**src/rtl/core/cpd_pkg.sv**
```systemverilog
// Shared types and constants of the checked packet deframer.
package cpd_pkg;

    // Reset values of the configuration registers.
    localparam logic [15:0] IDLE_TIMEOUT_RESET  = 16'd1000;
    localparam logic [15:0] CHECKSUM_SEED_RESET = 16'd8217;
    localparam logic [7:0]  HEAD_CODE_A_RESET   = 8'hBB;
    localparam logic [7:0]  HEAD_CODE_B_RESET   = 8'hCC;

    // Configuration register indexes (byte address divided by four).
    localparam int unsigned REG_COUNT  = 4;
    localparam int unsigned REG_IDX_W  = $clog2(REG_COUNT);
    localparam int unsigned PADDR_W    = REG_IDX_W + 2;

    typedef enum logic [REG_IDX_W-1:0] {
        REG_IDLE_TIMEOUT  = 2'd0,
        REG_CHECKSUM_SEED = 2'd1,
        REG_HEAD_CODE_A   = 2'd2,
        REG_HEAD_CODE_B   = 2'd3
    } t_reg_idx;

    // Request opcodes.
    localparam logic OP_BYTE = 1'b0;
    localparam logic OP_TICK = 1'b1;

    // Role that a received byte played in a frame.
    typedef enum logic [2:0] {
        ROLE_NONE = 3'd0,
        ROLE_HEAD = 3'd1,
        ROLE_LEN  = 3'd2,
        ROLE_PAY  = 3'd3,
        ROLE_CKH  = 3'd4,
        ROLE_CKL  = 3'd5
    } t_role;

    typedef struct packed {
        logic [15:0] idle_timeout_ticks;
        logic [15:0] checksum_seed;
        logic [7:0]  head_code_a;
        logic [7:0]  head_code_b;
    } t_cfg;

    typedef struct packed {
        logic [7:0] data_byte;
        t_role      byte_role;
        logic       frame_done;
        logic       frame_ok;
        logic       head_error;
        logic       timed_out;
    } t_result;

endpackage

```
**src/rtl/core/cpd_parser.sv**
```systemverilog
// Frame parser: frame state, checksum sum, idle timer and the result register.
module cpd_parser import cpd_pkg::*; (
    input  logic       i_clk,
    input  logic       i_rst_n,
    input  logic       i_accept,
    input  logic       i_opcode,
    input  logic [7:0] i_rx_byte,
    input  t_cfg       i_cfg,
    output t_result    o_res
);

    typedef enum logic [2:0] {
        PH_IDLE,
        PH_LEN,
        PH_PAY,
        PH_CKH,
        PH_CKL
    } t_phase;

    t_phase      r_phase, n_phase;
    logic [7:0]  r_bytes_left, n_bytes_left;
    logic [15:0] r_running_sum, n_running_sum;
    logic [7:0]  r_checksum_high, n_checksum_high;
    logic [15:0] r_idle_count, n_idle_count;
    logic        r_jammed, n_jammed;
    t_result     r_res, n_res;

    always_comb begin
        n_phase         = r_phase;
        n_bytes_left    = r_bytes_left;
        n_running_sum   = r_running_sum;
        n_checksum_high = r_checksum_high;
        n_idle_count    = r_idle_count;
        n_jammed        = r_jammed;
        n_res           = '0;
        n_res.byte_role = ROLE_NONE;

        if (i_opcode == OP_BYTE) begin
            // Any byte restarts the idle timer, even one that is discarded.
            n_idle_count    = '0;
            n_res.data_byte = i_rx_byte;
            if (!r_jammed) begin
                case (r_phase)
                    PH_IDLE: begin
                        if (i_rx_byte == i_cfg.head_code_a ||
                            i_rx_byte == i_cfg.head_code_b) begin
                            n_running_sum   = i_cfg.checksum_seed + {8'd0, i_rx_byte};
                            n_phase         = PH_LEN;
                            n_res.byte_role = ROLE_HEAD;
                        end else begin
                            n_jammed         = 1'b1;
                            n_res.head_error = 1'b1;
                        end
                    end
                    PH_LEN: begin
                        n_bytes_left    = i_rx_byte;
                        n_running_sum   = r_running_sum + {8'd0, i_rx_byte};
                        n_phase         = (i_rx_byte == 8'd0) ? PH_CKH : PH_PAY;
                        n_res.byte_role = ROLE_LEN;
                    end
                    PH_PAY: begin
                        n_running_sum   = r_running_sum + {8'd0, i_rx_byte};
                        n_bytes_left    = r_bytes_left - 8'd1;
                        if (r_bytes_left == 8'd1) begin
                            n_phase = PH_CKH;
                        end
                        n_res.byte_role = ROLE_PAY;
                    end
                    PH_CKH: begin
                        n_checksum_high = i_rx_byte;
                        n_phase         = PH_CKL;
                        n_res.byte_role = ROLE_CKH;
                    end
                    PH_CKL: begin
                        n_res.byte_role  = ROLE_CKL;
                        n_res.frame_done = 1'b1;
                        n_res.frame_ok   = ({r_checksum_high, i_rx_byte} == r_running_sum);
                        n_phase          = PH_IDLE;
                        n_bytes_left     = '0;
                    end
                    default: begin
                        n_phase = PH_IDLE;
                    end
                endcase
            end
        end else begin
            // Saturating tick count, then the timeout compare on the new count.
            n_idle_count = (r_idle_count == '1) ? r_idle_count : r_idle_count + 16'd1;
            if ((r_phase != PH_IDLE || r_jammed) &&
                n_idle_count >= i_cfg.idle_timeout_ticks) begin
                n_phase         = PH_IDLE;
                n_bytes_left    = '0;
                n_jammed        = 1'b0;
                n_res.timed_out = 1'b1;
            end
        end
    end

    always_ff @(posedge i_clk) begin
        if (!i_rst_n) begin
            r_phase       <= PH_IDLE;
            r_bytes_left  <= '0;
            r_idle_count  <= '0;
            r_jammed      <= 1'b0;
            r_running_sum <= CHECKSUM_SEED_RESET;
        end else if (i_accept) begin
            r_phase         <= n_phase;
            r_bytes_left    <= n_bytes_left;
            r_running_sum   <= n_running_sum;
            r_checksum_high <= n_checksum_high;
            r_idle_count    <= n_idle_count;
            r_jammed        <= n_jammed;
            r_res           <= n_res;
        end
    end

    assign o_res = r_res;

`ifndef SYNTHESIS
    a_byte_clears_idle: assert property (@(posedge i_clk) disable iff (!i_rst_n)
        i_accept && i_opcode == OP_BYTE |=> r_idle_count == 16'd0)
        else $error("idle count not cleared by a received byte");

    a_jammed_discards: assert property (@(posedge i_clk) disable iff (!i_rst_n)
        i_accept && i_opcode == OP_BYTE && r_jammed |=>
            r_res.byte_role == ROLE_NONE && r_jammed && !r_res.head_error)
        else $error("byte while jammed was not discarded");

    a_quiet_tick: assert property (@(posedge i_clk) disable iff (!i_rst_n)
        i_accept && i_opcode == OP_TICK && r_phase == PH_IDLE && !r_jammed |=>
            !r_res.timed_out && r_res.byte_role == ROLE_NONE)
        else $error("tick with nothing pending raised a flag");

    a_timeout_clears: assert property (@(posedge i_clk) disable iff (!i_rst_n)
        i_accept |=> !r_res.timed_out || (r_phase == PH_IDLE && !r_jammed))
        else $error("timeout left a partial frame or jam behind");
`endif

endmodule

```
**src/rtl/core/checked_packet_deframer_top.sv**
```systemverilog
// Top level of the checked packet deframer: register port, handshakes and parser.
//
//   channel  direction  handshake                 payload
//   -------  ---------  ------------------------  ----------------------------------------
//   in       to block   i_in_valid / o_in_stall   i_opcode, i_rx_byte
//   out      from block o_out_valid / i_out_stall o_data_byte, o_byte_role, o_frame_done,
//                                                 o_frame_ok, o_head_error, o_timed_out
//   config   to block   psel/penable/pwrite       paddr, pwdata, prdata, pready
//
// Every request yields exactly one result, in the cycle after it is accepted.
// One request is taken per clock while the output is not stalled; the frame state
// update (the compares, one 16-bit add and the idle counter compare) is combinational.
// Reset (i_rst_n low at a clock edge) returns the frame state to idle, clears
// the jam, the idle count and the result valid flag, and reloads the registers.
// The input is stalled only while a result is held and the output is stalled;
// a result that is being taken frees the register for the next request at once.
module checked_packet_deframer_top import cpd_pkg::*; (
    input  logic               i_clk,
    input  logic               i_rst_n,

    input  logic               i_in_valid,
    output logic               o_in_stall,
    input  logic               i_opcode,
    input  logic [7:0]         i_rx_byte,

    output logic               o_out_valid,
    input  logic               i_out_stall,
    output logic [7:0]         o_data_byte,
    output logic [2:0]         o_byte_role,
    output logic               o_frame_done,
    output logic               o_frame_ok,
    output logic               o_head_error,
    output logic               o_timed_out,

    input  logic               psel,
    input  logic               penable,
    input  logic               pwrite,
    input  logic [PADDR_W-1:0] paddr,
    input  logic [31:0]        pwdata,
    output logic [31:0]        prdata,
    output logic               pready
);

    // Configuration registers. Writes are expected only while the block is
    // idle, so the parser reads them directly with no shadow copies.
    logic [15:0] r_idle_timeout_ticks;
    logic [15:0] r_checksum_seed;
    logic [7:0]  r_head_code_a;
    logic [7:0]  r_head_code_b;

    logic        cfg_write;
    t_reg_idx    reg_idx;
    t_cfg        cfg;

    assign pready    = 1'b1;
    assign cfg_write = psel && penable && pwrite && pready;
    assign reg_idx   = t_reg_idx'(paddr[PADDR_W-1:2]);

    always_ff @(posedge i_clk) begin
        if (!i_rst_n) begin
            r_idle_timeout_ticks <= IDLE_TIMEOUT_RESET;
            r_checksum_seed      <= CHECKSUM_SEED_RESET;
            r_head_code_a        <= HEAD_CODE_A_RESET;
            r_head_code_b        <= HEAD_CODE_B_RESET;
        end else if (cfg_write) begin
            case (reg_idx)
                REG_IDLE_TIMEOUT:  r_idle_timeout_ticks <= pwdata[15:0];
                REG_CHECKSUM_SEED: r_checksum_seed      <= pwdata[15:0];
                REG_HEAD_CODE_A:   r_head_code_a        <= pwdata[7:0];
                REG_HEAD_CODE_B:   r_head_code_b        <= pwdata[7:0];
                default: begin
                end
            endcase
        end
    end

    // Read-back is combinational; the register value is zero-extended.
    always_comb begin
        case (reg_idx)
            REG_IDLE_TIMEOUT:  prdata = {16'd0, r_idle_timeout_ticks};
            REG_CHECKSUM_SEED: prdata = {16'd0, r_checksum_seed};
            REG_HEAD_CODE_A:   prdata = {24'd0, r_head_code_a};
            REG_HEAD_CODE_B:   prdata = {24'd0, r_head_code_b};
            default:           prdata = '0;
        endcase
    end

    assign cfg.idle_timeout_ticks = r_idle_timeout_ticks;
    assign cfg.checksum_seed      = r_checksum_seed;
    assign cfg.head_code_a        = r_head_code_a;
    assign cfg.head_code_b        = r_head_code_b;

    // Handshake. The result register is free when it is empty or when its
    // result is taken in this same cycle, so requests flow back to back.
    logic    r_out_valid;
    logic    in_accept;
    logic    out_taken;
    t_result res;

    assign o_in_stall = r_out_valid && i_out_stall;
    assign in_accept  = i_in_valid && !o_in_stall;
    assign out_taken  = r_out_valid && !i_out_stall;

    always_ff @(posedge i_clk) begin
        if (!i_rst_n) begin
            r_out_valid <= 1'b0;
        end else if (in_accept) begin
            r_out_valid <= 1'b1;
        end else if (out_taken) begin
            r_out_valid <= 1'b0;
        end
    end

    // The parser updates the frame state and loads its result register on
    // each accepted request; the result then holds until the next one.
    cpd_parser u_parser (
        .i_clk     (i_clk),
        .i_rst_n   (i_rst_n),
        .i_accept  (in_accept),
        .i_opcode  (i_opcode),
        .i_rx_byte (i_rx_byte),
        .i_cfg     (cfg),
        .o_res     (res)
    );

    assign o_out_valid  = r_out_valid;
    assign o_data_byte  = res.data_byte;
    assign o_byte_role  = res.byte_role;
    assign o_frame_done = res.frame_done;
    assign o_frame_ok   = res.frame_ok;
    assign o_head_error = res.head_error;
    assign o_timed_out  = res.timed_out;

endmodule
```
**config.mk**
```make
export PLATFORM = sky130hd
export DESIGN_NAME = checked_packet_deframer_top
export DESIGN_NICKNAME = d
export VERILOG_FILES = /design/src/rtl/core/cpd_pkg.sv /design/src/rtl/core/cpd_parser.sv /design/src/rtl/core/checked_packet_deframer_top.sv
export SDC_FILE = /design/constraint.sdc
export NUM_CORES = 1
export LEC_CHECK = 0
export BUFFER_PORTS_ARGS = -buffer_cell sky130_fd_sc_hd__buf_2
export CORE_MARGIN = 5
export CORE_UTILIZATION = 63
export DETAILED_ROUTE_END_ITERATION = 16
export PLACE_DENSITY = 0.87
export SYNTH_ARGS = -nofsm -noshare
export SYNTH_HDL_FRONTEND = slang
export SYNTH_SLANG_ARGS = --single-unit
```
**constraint.sdc**
```tcl
create_clock -name i_clk -period 5.7 [get_ports i_clk]
set_input_delay 1.14 -clock i_clk [delete_from_list [all_inputs] [get_ports i_clk]]
set_output_delay 1.14 -clock i_clk [all_outputs]
set_load 0.005 [all_outputs]
```
## After elaboration in Yosys (flattened, before gate mapping)

Cells that the tools add are included.

| storage, ports and cells | value |
|---|---|
| input bits | 52 |
| flip-flop bits (word level) | 116 |
| logic and storage cells | 99 |

| cells by class | value |
|---|---|
| magnitude comparators | 1 |
| $add $sub $neg | 4 |
| equality and inequality tests | 17 |
| bitwise logic cells | 3 |
| muxes and demuxes | 27 |
| reductions and logical operators | 30 |

Operator list:

| kind | count |
|---|---|
| case mux 32 bit (4 select lines) | 1 |
| two-way mux 16 bit | 3 |
| adder 16 x 8 -> 16 bit | 2 |
| case mux 16 bit (2 select lines) | 1 |
| two-way mux 8 bit | 3 |
| case mux 8 bit (3 select lines) | 1 |
| adder 16 x 1 -> 16 bit, second input constant | 1 |
| == test 16 bit | 1 |
| == test 16 bit, second input constant | 1 |
| == test 8 bit | 2 |
| greater-or-equal comparator 16 bit | 1 |
| two-way mux 3 bit | 5 |
| case mux 3 bit (5 select lines) | 1 |
| AND reduction 5 bit | 3 |
| case mux 3 bit (4 select lines) | 1 |
| AND reduction 2 bit | 6 |
| two-way mux 1 bit | 10 |
| == test 8 x 1 -> 1 bit, second input constant | 1 |
| logical NOT 8 bit | 1 |
| subtractor 8 x 1 -> 8 bit, second input constant | 1 |
| == test 3 x 2 -> 1 bit, second input constant | 2 |
| logical AND 1 bit | 6 |
| inequality test 3 x 2 -> 1 bit, second input constant | 2 |
| == test 2 bit, second input constant | 2 |
| other kinds (17) | 24 |

## Longest topological paths before layout

| depth | value |
|---|---|
| depth in word-level cells | 6 |
| depth in mapped cells | 16 |
| mapped depth without buffers | 15 |

## By module

From an unflattened synthesis, not the netlist that was laid out.

| second synthesis, totals | value |
|---|---|
| cell total of the unflattened synthesis | 843 |
| area total of the unflattened synthesis | 7,318.3 µm² |

Modules (own cells, without submodules):

| module | cells each | times used | area an instance (µm²) |
|---|---|---|---|
| cpd_parser | 599 | 1 | 4,971.0 |
| checked_packet_deframer_top | 244 | 1 | 2,347.3 |

## Worst setup path before layout

Ideal clock, no wire load.

| path | value |
|---|---|
| path type | register to register |
| from | register u_parser.r_idle_count[0] |
| to | register u_parser.r_bytes_left[0] |
| clock period less this slack | 3,425 ps |
| path buffers | 1 |
| data arrival time | 3,288 ps |
| cell stages (with the launch flop) | 17 |
| slack | 2,275 ps |
| data required time | 5,564 ps |
| library setup time | 136 ps |
| path through | dfxtp_1 ha_1 clkbuf_1 nand4_1 nor4_4 nand3_2 and4_4 nand3_2 xnor2_1 ha_1 a21o_1 nand3_1 a21oi_1 a2111oi_0 o211a_1 o21ai_2 mux2i_1 |

| on the way | value |
|---|---|
| longest elaborated chain between the ends | 6 |
| elaborated cells between the ends (all ways) | 7 |

Ends and longest elaborated chain:

| item | line | source |
|---|---|---|
| start: declaration | cpd_parser.sv:24 | `logic [15:0] r_idle_count, n_idle_count;` |
| start signal: assignment | cpd_parser.sv:111 | `r_idle_count <= n_idle_count;` |
| adder 16 x 1 -> 16 bit / == test 16 bit (equally long branches) | cpd_parser.sv:88 | `n_idle_count = (r_idle_count == '1) ? r_idle_count : r_idle_count + 16'd1;` |
| two-way mux 16 bit * | cpd_parser.sv:88 |  |
| greater-or-equal comparator 16 bit * | cpd_parser.sv:90 | `n_idle_count >= i_cfg.idle_timeout_ticks) begin` |
| logical AND 1 bit * | cpd_parser.sv:89 | `if ((r_phase != PH_IDLE \|\| r_jammed) &&` |
| inequality test 2 x 1 -> 1 bit (no line) * | n/a |  |
| AND reduction 4 bit (no line) * | n/a |  |
| end signal: assignment | cpd_parser.sv:108 | `r_bytes_left <= n_bytes_left;` |
| end: declaration | cpd_parser.sv:21 | `logic [7:0] r_bytes_left, n_bytes_left;` |

Every way passes the cells marked *; elsewhere a longest branch is shown, timed or not.
A chain may end at the register's enable or synchronous reset.

## Final worst setup path

| path | value |
|---|---|
| from | register u_parser.r_idle_count[0] |
| to | register u_parser.r_bytes_left[2] |

Same word-level chain as after synthesis.

==> flow_results.org <==
** Synthesis
- Yosys attributes the largest share of cell area to sky130_fd_sc_hd__dfxtp_1 (26%), sky130_fd_sc_hd__edfxtp_1 (9.7%), sky130_fd_sc_hd__nand2_1 (8.3%), sky130_fd_sc_hd__mux2i_1 (5.5%), sky130_fd_sc_hd__ha_1 (4.7%).
- Summed over all instances, the cell type with the most area after synthesis is sky130_fd_sc_hd__dfxtp_1.
- Register area share after synthesis :: 35.8%
- Yosys Warn Count :: 0
- Synthesized flop and latch total :: 116
- Yosys mapped the design onto 69 distinct sky130hd cell types.
- Count of flip-flops with a built-in enable after synthesis :: 23
- For this run, the leading register cell type out of synthesis is sky130_fd_sc_hd__dfxtp_1.
- Area share of the largest cell type after synthesis :: 26.1%
- Mean Syn Cell Area :: 8.39 µm²
- Number of instances in the synthesized netlist :: 850
- Mapped Area :: 7130 µm²
- Post-synth ARST share :: 0%

** Setup path
- The critical path is of the reg2reg type.
- Among all stages on the critical path, the largest delay is contributed by sky130_fd_sc_hd__o21ai_2.
- The worst setup path is launched from a register.
- Top delay family on crit path :: simple AND/OR/NAND/NOR gates
- In this design, the stage delay of the slowest critical-path cell is 0.52 ns.
- Data on the critical path arrives at its endpoint at 4.73 ns.
- Total buffers and inverters traversed by the critical path :: 0
- Required @ worst endpoint :: 6.03 ns
- Cell breakdown of the critical path :: ha_1 -> nand4_1 -> nor4_4 -> nand3_2 -> and4_4 -> nand3_2 -> xnor2_1 -> ha_1 -> a21o_1 -> nand3_1 -> a21oi_1 -> a2111oi_0 -> o211a_1 -> o21ai_2 -> mux2i_1
- The worst setup path is captured at a register.
- Of all nets on the critical path, the largest fanout is 17.

** Placed design
- Prior to clock tree synthesis, the placed netlist has a worst setup slack of 1.50 ns.
- At the end of routability-driven placement, the weighted congestion stood at 0.971.
- During placement, the flow inserted port buffers numbering 66.
- Estimated wirelength of the detail-placed design :: 13000 µm

** Drt
- The routed design has 19500 µm of wire.
- The pre-antenna-repair detailed-routing pass consisted of 6 iterations.
- In the final routed layout, each cell accounts on average for 18.9 µm.
- The count of nets left with antenna violations once routing finished came out at 0.
- Detailed Route Iter0 Violations :: 878
- Count of vias placed by the detailed router :: 6615
- In the routed design, unresolved DRC markers number 0.
- Average via count per standard cell :: 6.39

** Finish
- Total area of multi-input combinational cells :: 4120 µm²
- Sequential cell area :: 2550 µm²
- Counting the fill cells in the layout gives 767.
- The library cell used most frequently in the layout, excluding fill and tap cells, is sky130_fd_sc_hd__nand2_1.
- Commonest cells after routing, fill and taps aside :: sky130_fd_sc_hd__nand2_1 (158), sky130_fd_sc_hd__dfxtp_1 (93), sky130_fd_sc_hd__buf_2 (66), sky130_fd_sc_hd__a21oi_1 (59), sky130_fd_sc_hd__nor2_1 (55)
- Total inserted antenna cells :: 0
- Cells fill 72.5% of the core in the end.
- Nets@finish :: 962
- Layout cells sized above 1 :: 14.9%
- Relative to the synthesized area, the layout overhead comes to 11.7%.

** Global route
- For met2 alone, demand over resource in global routing was 44.5%.
- Met1 Use GR :: 40.6%
- The number of global-route vias before repair came to 6215.
- Antenna violations before repair :: 0
- The first global-routing pass estimated 31500 µm of wire.
- Maximum number of pins on one net before global-route repair :: 54
- Overflow after GRT :: 0
- Across every metal layer, demand over resource in global routing totals 29.6%.
- After global routing, the most crowded layer is met2.
- In the global route stage, met3 resource usage came out at 7.72%.

** STA
- In this run the tightest slew margin relative to its limit is 27.1%.
- Setup violations remaining at the end of the flow were counted as 0.
- Final hold violation count :: 0
- Share of the cycle needed by the critical path after routing :: 77.2%
- At the pin with the least slew margin, the transition time is 1.08 ns.
- Setup repair after global routing missed its margin :: no
- The routed design could run at a clock period as short as 4.40 ns.
- The clock arrives with 0.00633 ns of skew.
- Setup total negative slack on the finished layout was measured at 0 ns.
- Static timing analysis puts the maximum clock frequency at 227 MHz.
- Post-layout worst setup margin :: 1.30 ns
- Final slew viol count :: 0
- Worst hold slack across all endpoints :: 0.466 ns

** Clock network
- Post-CTS setup buffers :: 0
- After clock tree synthesis, the clock-pin slew on the worst setup and hold paths is 0.06 ns.
- At the later pin of the worst-skew pair, clock insertion delay measures 0.42 ns.
- Buffer type at the clock tree root :: sky130_fd_sc_hd__clkbuf_16
- Once the clock tree was built, the resizer swapped 0 gates to a different size.
- Max H-tree Level :: 4
- TritonCTS built the clock tree.
- Counting along the longest clock path gives a buffer depth of 2.
- Clock tree synthesis found a total of 116 sinks.
- Number of buffers created by CTS :: 17
- Number of hold buffers added after CTS :: 0

** Pwr
- The completed layout was analyzed and its total power is 0.00212 W.
- Static leakage power :: 3.22 nW
- In this run the power density over the cells is 267 nW/µm².
- Worst IR drop on VDD :: 0.252 mV

** Floorplanning
- For this configuration, the core starts out at a cell density of 64.9%.
- The total area inside the core boundary comes to 11000 µm².
- Number of standard-cell rows in the floorplan :: 38
- I/O pin total :: 102
- Die Area :: 13500 µm²
- Die height :: 116 µm
- The die is 116 µm wide.

** Status
- Outcome :: completed

** Job
- Max-cap violations :: 0

** Min path
- Path class of the lowest-slack min-delay path :: reg2reg
Yosys cell counts, drive strengths merged, types with 2 or more instances:
| cell type | count |
|---|---|
| a21o | 8 |
| xnor2 | 32 |
| or2 | 4 |
| mux2 | 2 |
| conb | 2 |
| and3 | 7 |
| inv | 27 |
| o21ai | 30 |
| nand3 | 31 |
| o211ai | 9 |
| edfxtp | 23 |
| dfxtp | 93 |
| a22o | 2 |
| mux4 | 8 |
| a31oi | 16 |
| nand4 | 22 |
| nor2b | 9 |
| clkbuf | 34 |
| a211oi | 4 |
| buf | 41 |
| a22oi | 9 |
| ha | 27 |
| nor3 | 14 |
| nand2 | 158 |
| o21a | 3 |
| and4 | 4 |
| nor2 | 55 |
| and2 | 4 |
| xor2 | 27 |
| a211o | 2 |
| a21oi | 59 |
| nor4 | 12 |
| or3 | 4 |
| o211a | 4 |
| o2111ai | 2 |
| mux2i | 39 |
| a311oi | 4 |
kinds of logic (layout without fill, tap and decap cells):
family                     Yosys count  in the layout  share of synthesized area [%]
AOI/OAI and AO/OA                  165            165                           14.8
and+or+nand+nor                    328            328                           21.5
other                                2             17                          0.105
adders and majority gates           28             28                           5.02
DFF                                116            116                           35.8
xor gates and xnor gates            59             59                           7.25
buffers and inverters              103            133                           7.20
muxes                               49             49                           8.32
power by group:
part           internal [W]  switching [W]
Sequential         0.000848     0.00000822
Clock              0.000699       0.000402
Combinational     0.0000602       0.000107
Total               0.00161       0.000517
state kept, by name, indices dropped and copies added, names as in the netlist:
| signal | cells |
|---|---|
| u_parser.r_checksum_high | 8 |
| u_parser.r_jammed | 1 |
| u_parser.r_running_sum | 16 |
| r_idle_timeout_ticks | 16 |
| u_parser.r_phase | 3 |
| u_parser.r_bytes_left | 8 |
| o_out_valid | 1 |
| r_head_code_a | 8 |
| u_parser.o_res | 15 |
| r_checksum_seed | 16 |
| r_head_code_b | 8 |
| u_parser.r_idle_count | 16 |
layout make-up:
cell class                      instances  share of cell area [%]
Multi-Input combinational cell        646                    51.8
Sequential cell                       116                    32.1
Clock buffer                           19                    5.97
Timing Repair Buffer                   73                    4.81
Tap cell                              140                    2.20
Clock inverter                         13                    1.82
Inverter                               28                    1.32
path summary, 6_finish.rpt:
kind	from	slack, ns	end	depth (start not counted)
setup / recovery	u_parser.r_idle_count[0]$_SDFFE_PN0P_	1.30	u_parser.r_bytes_left[2]$_SDFFE_PN0P_	15
hold / removal	u_parser.r_bytes_left[7]$_SDFFE_PN0P_	0.47	u_parser.r_bytes_left[7]$_SDFFE_PN0P_	2
setup reg to reg	u_parser.r_idle_count[0]$_SDFFE_PN0P_	1.30	u_parser.r_bytes_left[2]$_SDFFE_PN0P_	15
hold reg to reg	u_parser.r_bytes_left[7]$_SDFFE_PN0P_	0.47	u_parser.r_bytes_left[7]$_SDFFE_PN0P_	2
per-stage QoR:
| step | area (µm²) | instances |
|---|---|---|
| after detailed placement | 7340 | 1003 |
| after global routing | 7960 | 1035 |
| final | 7960 | 1035 |
| after CTS | 7960 | 1035 |
| after global placement | 7340 | 1003 |
| after floorplan | 7180 | 865 |
worst min-delay path, delay by kind of cell, from the launching register on:
family,cells,cell delay [ns]
multiplexers,1,0.05
AND/OR/NAND/NOR,1,0.05
flip-flops,1,0.31
per-layer routing:
| metal | vias up | part of all wire [%] |
|---|---|---|
| met5 | - | 0 |
| met4 | 0 | 3.0 |
| met3 | 71 | 12 |
| met1 | 3067 | 41 |
| li1 | 3026 | - |
| met2 | 451 | 45 |
(Power assumes the default switching activity.)
